`config.mk`:
```
export PLATFORM = sky130hd
export DESIGN_NAME = dhbd_ctrl
export DESIGN_NICKNAME = d
export VERILOG_FILES = /design/src/sv/dhbd_pkg.sv /design/src/sv/dhbd_ctrl.sv
export SDC_FILE = /design/constraint.sdc
export NUM_CORES = 1
export LEC_CHECK = 0
export BUFFER_PORTS_ARGS = -buffer_cell sky130_fd_sc_hd__buf_2
export CORE_AREA = 2 2 39 41
export CTS_CLUSTER_SIZE = 12
export DETAILED_ROUTE_END_ITERATION = 7
export DIE_AREA = 0 0 41 43
export MAX_ROUTING_LAYER = met4
export PLACE_DENSITY_LB_ADDON = 0.2
export SYNTH_ARGS = -nofsm -noshare
export SYNTH_HDL_FRONTEND = slang
export SYNTH_SLANG_ARGS = --single-unit
```
`constraint.sdc`:
```
create_clock -name clk -period 3.2 [get_ports clk]
set_input_delay 0.16 -clock clk [delete_from_list [all_inputs] [get_ports clk]]
set_output_delay 0.16 -clock clk [all_outputs]
set_load 0.005 [all_outputs]
```
`src/sv/dhbd_pkg.sv`:
```
// Shared types, constants and table builder for the detection head box decoder.
package dhbd_pkg;

    localparam int unsigned MAX_CLASSES             = 255;
    localparam int unsigned ANCHORS_PER_CELL        = 3;
    localparam int unsigned MAX_GRID                = 160;
    localparam int unsigned SIGMOID_TABLE_BITS_DEF  = 10;

    localparam int unsigned CFG_INDEX_W = 3;
    localparam int unsigned CFG_DATA_W  = 60;

    typedef enum logic [CFG_INDEX_W-1:0] {
        CFG_CONF_THRESHOLD = 3'd0,
        CFG_GRID_SIZE      = 3'd1,
        CFG_CLASS_COUNT    = 3'd2,
        CFG_GRID_STRIDE    = 3'd3,
        CFG_ANCHOR_SIZES   = 3'd4,
        CFG_PAD_LEFT       = 3'd5,
        CFG_PAD_TOP        = 3'd6,
        CFG_INVERSE_SCALE  = 3'd7
    } cfg_reg_t;

    typedef enum logic [3:0] {
        ST_IDLE,
        ST_LOOK,
        ST_APPLY,
        ST_CONF,
        ST_DECIDE,
        ST_D1,
        ST_D2,
        ST_D3,
        ST_D4
    } ctrl_state_t;

    typedef struct packed {
        logic accept;
        logic look;
        logic apply;
        logic conf;
        logic decide;
        logic d1;
        logic d2;
        logic d3;
        logic load;
    } ctrl_cmd_t;

    typedef struct packed {
        logic last;
        logic pass;
        logic out_free;
    } dp_status_t;

    typedef struct packed {
        logic signed [15:0] box_left;
        logic signed [15:0] box_top;
        logic [15:0]        box_width;
        logic [15:0]        box_height;
        logic [15:0]        confidence;
        logic [7:0]         class_index;
    } box_t;

    // Restoring division, evaluated only while building the sigmoid table.
    function automatic logic [63:0] udiv64(input logic [63:0] num, input logic [63:0] den);
        logic [63:0] rem;
        logic [63:0] quo;
        rem = '0;
        quo = '0;
        for (int i = 63; i >= 0; i--) begin
            rem = {rem[62:0], num[i]};
            if (rem >= den) begin
                rem    = rem - den;
                quo[i] = 1'b1;
            end
        end
        return quo;
    endfunction

    // Sigmoid at the lower edge of bin k; sh = 14 - table bits.
    function automatic logic [15:0] sig_entry(input int unsigned k, input int unsigned sh);
        int          p;
        logic [63:0] a;
        logic [63:0] e;
        logic [63:0] d;
        logic [63:0] num;
        logic [63:0] q;
        p = int'(k << sh) - 8192;
        a = (p < 0) ? 64'(-p) : 64'(p);
        e = (64'd1 << 31) - (a << 3);
        for (int i = 0; i < 20; i++) begin
            e = (e * e + (64'd1 << 30)) >> 31;
        end
        d   = (64'd1 << 31) + e;
        num = (p >= 0) ? ((64'd1 << 47) + (d >> 1)) : ((e << 16) + (d >> 1));
        q   = udiv64(num, d);
        return (q > 64'd65535) ? 16'hFFFF : q[15:0];
    endfunction

endpackage

```
`src/sv/dhbd_ctrl.sv`:
```
// Sequencer for lookup, field update, confidence, threshold test and box decode steps.
module dhbd_ctrl import dhbd_pkg::*;
(
    input  logic       clk,
    input  logic       rst_n,
    input  logic       in_valid,
    output logic       in_ready,
    input  dp_status_t sts,
    output ctrl_cmd_t  cmd
);

    ctrl_state_t state_reg;
    ctrl_state_t state_next;

    always_ff @(posedge clk or negedge rst_n) begin
        if (!rst_n) begin
            state_reg <= ST_IDLE;
        end
        else begin
            state_reg <= state_next;
        end
    end

    always_comb begin
        state_next = state_reg;
        cmd        = '0;
        in_ready   = 1'b0;
        unique case (state_reg)
            ST_IDLE:
            begin
                in_ready = 1'b1;
                if (in_valid) begin
                    cmd.accept = 1'b1;
                    state_next = ST_LOOK;
                end
            end
            ST_LOOK:
            begin
                cmd.look   = 1'b1;
                state_next = ST_APPLY;
            end
            ST_APPLY:
            begin
                cmd.apply  = 1'b1;
                state_next = sts.last ? ST_CONF : ST_IDLE;
            end
            ST_CONF:
            begin
                cmd.conf   = 1'b1;
                state_next = ST_DECIDE;
            end
            ST_DECIDE:
            begin
                cmd.decide = 1'b1;
                state_next = sts.pass ? ST_D1 : ST_IDLE;
            end
            ST_D1:
            begin
                cmd.d1     = 1'b1;
                state_next = ST_D2;
            end
            ST_D2:
            begin
                cmd.d2     = 1'b1;
                state_next = ST_D3;
            end
            ST_D3:
            begin
                cmd.d3     = 1'b1;
                state_next = ST_D4;
            end
            ST_D4:
            begin
                // hold until the output word slot frees up
                if (sts.out_free) begin
                    cmd.load   = 1'b1;
                    state_next = ST_IDLE;
                end
            end
            default:
            begin
                state_next = ST_IDLE;
            end
        endcase
    end

endmodule

```
# Word level (Yosys, flattened, before mapping)
# Index checks and enable logic that the tools add are counted.
# totals
reg_bits	4
inputBits	6
out_inout_bits	10
elab_cells	30
# classes
eq_ne	10
muxes	17
reduce_logical	2
# ops
operator	count
case mux 4 bit (9 select lines)	1
== test 4 x 3 -> 1 bit, second input constant	4
two-way mux 1 bit	12
== test 4 x 2 -> 1 bit, second input constant	2
two-way mux 4 bit	2
== test 4 x 1 -> 1 bit, second input constant	1
== test 4 bit, second input constant	1
logical NOT 4 bit	1
!= test 2 bit, second input constant	2
two-way mux 3 bit	1
two-way mux 2 bit	1
AND reduction 2 bit	1

# Depth between registers and ports, before layout
# Gate-level depths: netlist of the first run.
# logic_depth
ltp_word	3
depth_mapped	4
depth_no_buf	3

# Worst setup path before layout of the first run
# No wires, ideal clock.
# synth_path
kind	register to output
start	reg state_reg[0]
end	out cmd[0] (netlist name)
t_arrival_ps	1110
t_required_ps	3040
setup_slack_ps	1930
path_stages_with_launch	4
n_path_buf	1
path_cell_list	dfrtp_1 > buf_6 > or4b_4 > nor2_1
# synth_rtl
item	line_no	rtl
start, declared	dhbd_ctrl.sv:12	ctrl_state_t state_reg;
start signal, assigned	dhbd_ctrl.sv:20	state_reg <= state_next;
end, declared	dhbd_ctrl.sv:9	output ctrl_cmd_t cmd

==> summary.md, run 1 <==
| Metric | Value |
|---|---|
| Max-cap violations | 0 |
| VDD IR max | 0.2271 mV |
| Power Dens Cells | 781.0 mW/mm2 |
| #FFs+latches synth | 4 |
| DRC errors left | 0 |
| Largest net degree at the start of global routing | 13 |
| Core ar. | 0.001384 mm2 |
| Yosys warns | 0 |
| R2R depth | 2 |
| # resized after CTS | 0 |
| Buffers on Ports | 15 |
| Hold Path Class | input port to flip-flop |
| Crit end category | output port |
| # clock sinks | 4 |
| Crit path max-delay family | simple AND/OR/NAND/NOR gates |
| Total Routing Usage GR | 9.637% |
| Layout Skew | 0.0005980 ns |
| Syn avg cell area | 8.574 um2 |
| CP Cell Sequence | or4b_4 > nor2_1 > buf_2 |
| Final Max Slew Viols | 0 |
| Layout cells sized above 1 | 40.00% |
| Slowest CP cell | or4b_4 |
| Drt wl/cell | 10.36 um |
| Layout area overhead | 34.33% |
| Min Tclk post-route | 1.637 ns |
| Syn Std Cell Area | 291.5 um2 |
| Router iterations before antenna repair | 3 |
| Post-Syn Instances | 34 |
| Top-area cell type share of the netlist area | 34.33% |
| Slew @ Worst Pin | 0.3719 ns |
| Die Y | 43 um |
| Num CTS Buffers | 3 |
| Worst Setup Start Kind | flip-flop |
| Initial antenna violation count | 0 |
| Reg-to-reg slack, setup | 1.94 ns |
| Leakage power | 0.2012 nW |
| Final period util | 51.17% |
| Setup TNS | 0 ns |
| Commonest cells after routing, fill and taps aside | 15 x buf_2, 5 x nor2_1, 5 x nor3_1 |
| Dpl hpwl | 487.7 um |
| Crit-path max FO | 12 |
| First-pass GRT wire length | 1028 um |
| Largest register FFs | 4 |
| Synth top area cells | dfrtp_1 34%, nor3_1 8.6%, buf_6 7.7% |
| Endpoints failing hold | 0 |
| WP buf/inv | 1 |
| Die area | 0.001763 mm2 |
| Slew Limit Headroom | 75.20% |
| Antenna diodes | 0 |
| WL final | 684 um |
| DP Area | 359.1 um2 |
| # IOs | 16 |
| Synth unique cells | 18 |
| Hold Slack | 0.1134 ns |
| Routed via count | 289 |
| Reg-to-reg startpoint | state_reg[2] |
| Die width | 41 um |
| Unrepaired setup endpoints after global routing | no |
| ANT nets after route | 0 |
| Post-layout util | 28.30% |
| Sequential fraction of the synthesis area | 34.33% |
| Clock Tree Root | clkbuf_4 |
| Register Area | 100.1 um2 |
| Starting Density | 21.07% |
| 1st-iter DRT viols | 8 |
| Clock Path Buffers | 2 |
| Critical Path End | cmd[0] |
| Fill cells | 157 |
| Multi-input gate area | 156.4 um2 |
| Number of global-route vias before repair | 238 |
| Worst r2r dst | state_reg[2] |
| Gpl congestion | 0.6864 |
| H-Tree Level Count | 1 |
| CP peak stage delay | 0.54 ns |
| Final instance area | 391.6 um2 |
| Area leader, netlist | dfrtp_1 |
| Most common cell after layout, fill and taps aside | buf_2 |
| Max Fclk | 610.7 MHz |
| Beginning of the critical path | state_reg[2] |
| Levels on crit path | 3 |
| Crit Path Category | flip-flop to output port |
| Run status | finished, final reports clean |
| CTS tree | yes |
| WP data required | 3.04 ns |
| Gr ovfl total | 0 |
| Net Count, Synth | 40 |
| Finish-stage setup viols | 0 |
| Cell Rows | 14 |
| Via density | 4.379 |
| Layout net count | 58 |
| Worst-Skew Late Latency | 0.23 ns |
| Reg clk slew, reported paths | 0.04 ns |
| Arrival @ worst endpoint | 1.48 ns |
what timing repair did:
| item | in CTS | in global routing |
|---|---|---|
| setup endpoints to repair | 0 | 0 |
| hold buffers | 1 | 0 |
| buffers inserted | 0 | 0 |
| hold endpoints to repair | 4 | 0 |
worst min path at each step:
stage           start      endpoint  slack (ns)  cells past startpoint
2_1_floorplan   rst_n  state_reg[0]       -0.14                      0
3_3_place_gp    rst_n  state_reg[1]       -0.03                      1
3_5_place_dp    rst_n  state_reg[1]       -0.03                      1
4_1_cts        sts[0]  state_reg[3]        0.11                      2
5_1_grt        sts[0]  state_reg[3]        0.12                      2
6_report       sts[0]  state_reg[3]        0.11                      2
worst register-to-register path, stage by stage, from the launching register on:
cell and delay, ns:
dfrtp_1 0.55, o21ai_0 0.15, a2111oi_1 0.43
metrics by stage:
stage          total power, mW  setup slack [ns]  instances
2_1_floorplan           0.2083             1.930         34
3_3_place_gp            0.2489             1.806         62
3_5_place_dp            0.2477             1.811         62
4_1_cts                 0.3128             1.553         66
5_1_grt                 0.3329             1.505         66
6_report                0.3059             1.563         66
cells by family after synthesis:
kind of cell / after synthesis / synth area share, %
simple gates: 18 / 33.05
mux: 1 / 3.434
compound gates: 6 / 17.16
flops: 4 / 34.34
buf+inv: 5 / 12.02
cells in the mapped netlist:
library cell / count
nor2_1: 5
nand2b_1: 2
and3_1: 1
nor3_1: 5
or4b_4: 1
a2111oi_1: 2
o22ai_2: 1
dfrtp_1: 4
a21oi_1: 1
buf_2: 1
mux2i_1: 1
nand2_1: 2
nor4_1: 1
buf_6: 2
and2_1: 1
inv_1: 2
o21bai_1: 1
o21ai_0: 1
final cells by class:
| class | instances | area share [%] |
|---|---|---|
| Timing Repair Buffer | 16 | 21.73 |
| Clock buffer | 3 | 5.751 |
| Multi-Input combinational cell | 25 | 39.94 |
| Sequential cell | 4 | 25.56 |
| Inverter | 2 | 1.917 |
| Tap cell | 16 | 5.112 |
power breakdown:
group	internal, mW	switching, mW	leakage [nW]
sequential	0.0688	0.0426	0.0519
combinational	0.0682	0.0634	0.135
clock	0.0420	0.0209	0.0138
total	0.179	0.127	0.201
metal layers:
layer	GRT usage [%]	up-vias	share of wire (%)
met4	8.000	0	1.5
met3	4.712	2	4.7
li1	-	152	-
met5	-	-	0
met2	12.81	9	51
met1	10.20	126	43
No activity file was read; power rests on OpenSTA's default activity.
==> run 2: changes to the inputs <==
clock period = 1.6 ns   (was 3.2 ns; I/O delays follow)
==> run 2 against run 1 <==
Compared with the run above: highest routed layer is now met3; total power is 100% higher; wire length is 2.2% higher; global-route usage is 0.71 points higher; final cell count is 1.5% higher; register-to-register slack worse by 1.5 ns; hold slack worse by 0.075 ns; critical endpoint unchanged.
==> summary.md, run 2 (same netlist as run 1, synthesis figures left out) <==
| Metric | Value |
|---|---|
| Clock Path Buffers | 2 |
| DRC errors left | 0 |
| Worst Setup Start Kind | flip-flop |
| First-pass GRT wire length | 1159 um |
| Setup bufs post-CTS | 0 |
| Starting Density | 21.07% |
| Max-cap violations | 0 |
| VDD IR max | 0.5370 mV |
| Post-Layout Cell Count | 67 |
| Crit Path Category | flip-flop to output port |
| Endpoints failing hold | 0 |
| Unrepaired setup endpoints after global routing | no |
| Run status | finished, final reports clean |
| Worst-Skew Late Latency | 0.23 ns |
| Fill cells | 164 |
| Beginning of the critical path | state_reg[1] |
| Gpl congestion | 0.7241 |
| Cell Rows | 14 |
| H-Tree Level Count | 1 |
| Commonest cells after routing, fill and taps aside | 15 x buf_2, 5 x nor2_1, 5 x nor3_1 |
| Setup TNS | 0 ns |
| WP data required | 1.52 ns |
| Dpl hpwl | 526.4 um |
| Layout net count | 59 |
| Drt wl/cell | 10.43 um |
| ANT nets after route | 0 |
| Buffers on Ports | 15 |
| Die area | 0.001763 mm2 |
| Arrival @ worst endpoint | 1.45 ns |
| Layout cells sized above 1 | 43.14% |
| Gr ovfl total | 0 |
| Leakage power | 0.2052 nW |
| Cells after DPL | 63 |
| Layout Skew | 0.002725 ns |
| # clock sinks | 4 |
| # IOs | 16 |
| Power consumption | 626.6 uW |
| Total Routing Usage GR | 10.35% |
| Die Y | 43 um |
| Die width | 41 um |
| Crit-path max FO | 7 |
| Largest net degree at the start of global routing | 11 |
| Clock Tree Root | clkbuf_4 |
| Largest register FFs | 4 |
| Power Dens Cells | 1565 mW/mm2 |
| Layout area overhead | 37.34% |
| Reg clk slew, reported paths | 0.04 ns |
| HP Start | sts[0] |
| 1st-iter DRT viols | 1 |
| Routed via count | 301 |
| Antenna diodes | 0 |
| CTS tree | yes |
| Router iterations before antenna repair | 2 |
| WL final | 699 um |
| Final period util | 95.79% |
| Reg-to-reg startpoint | state_reg[1] |
| Slew @ Worst Pin | 0.3200 ns |
| Crit end category | output port |
| Via density | 4.493 |
| Min Tclk post-route | 1.533 ns |
| Final Max Slew Viols | 0 |
| Hold Path Class | input port to flip-flop |
| Num CTS Buffers | 3 |
| Core ar. | 0.001384 mm2 |
| Max Fclk | 652.5 MHz |
| Slew Limit Headroom | 78.61% |
| Most common cell after layout, fill and taps aside | buf_2 |
| Number of global-route vias before repair | 274 |
| Finish-stage setup viols | 0 |
| Initial antenna violation count | 0 |
==> run 2: cell types whose count changed in the layout (fill, tap and decap cells not counted) <==
cell,previous run,this run
buf_4,0,1
dfrtp_1,4,3
dfrtp_2,0,1
==> run 2: path summary, 6_finish.rpt <==
kind / end / slack (ns) / cells after the start
max in group asynchronous: state_reg[0] / 1.29 / 2
min in group asynchronous: state_reg[1] / 0.18 / 2
hold / removal: state_reg[3] / 0.04 / 2
setup / recovery: cmd[0] / 0.07 / 3
setup reg to reg: state_reg[3] / 0.39 / 2
hold reg to reg: state_reg[0] / 0.57 / 1
==> run 2: critical path: stages, from the launching register on <==
cell and delay [ns]:
dfrtp_1 0.44, or4b_4 0.57, nor2_1 0.09, buf_2 0.11
==> run 2: final cells by class <==
cell class                 count  area, um2  area share (%)
multi-input combinational     25      156.4           39.06
clock buffer                   3      22.52           5.625
sequential                     4      101.3           25.31
timing repair buffer          17      92.59           23.13
inverter                       2      7.507           1.875
tap                           16      20.02           5.000
==> run 2: per-stage QoR <==
| step | area, um2 | worst slack, ns | util (%) | hold slack (ns) |
|---|---|---|---|---|
| floorplan | 291.5 | 0.4101 | - | -0.2156 |
| detailed placement | 366.6 | 0.3006 | 26.49 | -0.1096 |
| finish | 400.4 | 0.06733 | 28.93 | 0.03871 |
| global placement | 366.6 | 0.3179 | 26.49 | -0.1102 |
| CTS | 399.1 | 0.04393 | 28.84 | 0.02972 |
| global route | 400.4 | 0.01395 | 28.93 | 0.03965 |
==> run 2: metal layers <==
layer	GRT usage [%]	vias to the layer above	wire [um]
li1	-	154	-
met1	13.11	140	315
met2	13.13	7	351
met3	4.712	0	32
met4	6.000	0	0
met5	-	-	0
==> run 2: power by group <==
group	switching [mW]	internal, mW	leakage (nW)	total (mW)
clock	0.0390	0.0838	0.0138	0.123
sequential	0.0773	0.140	0.0507	0.218
combinational	0.140	0.146	0.141	0.286
total	0.256	0.371	0.205	0.627
==> run 2: repair_timing <==
| item | 4_1_cts | 5_1_grt |
|---|---|---|
| hold endpoints to repair | 4 | 0 |
| setup endpoints to repair | 0 | 1 |
| resized for setup | 0 | 1 |
| hold buffers | 1 | 0 |
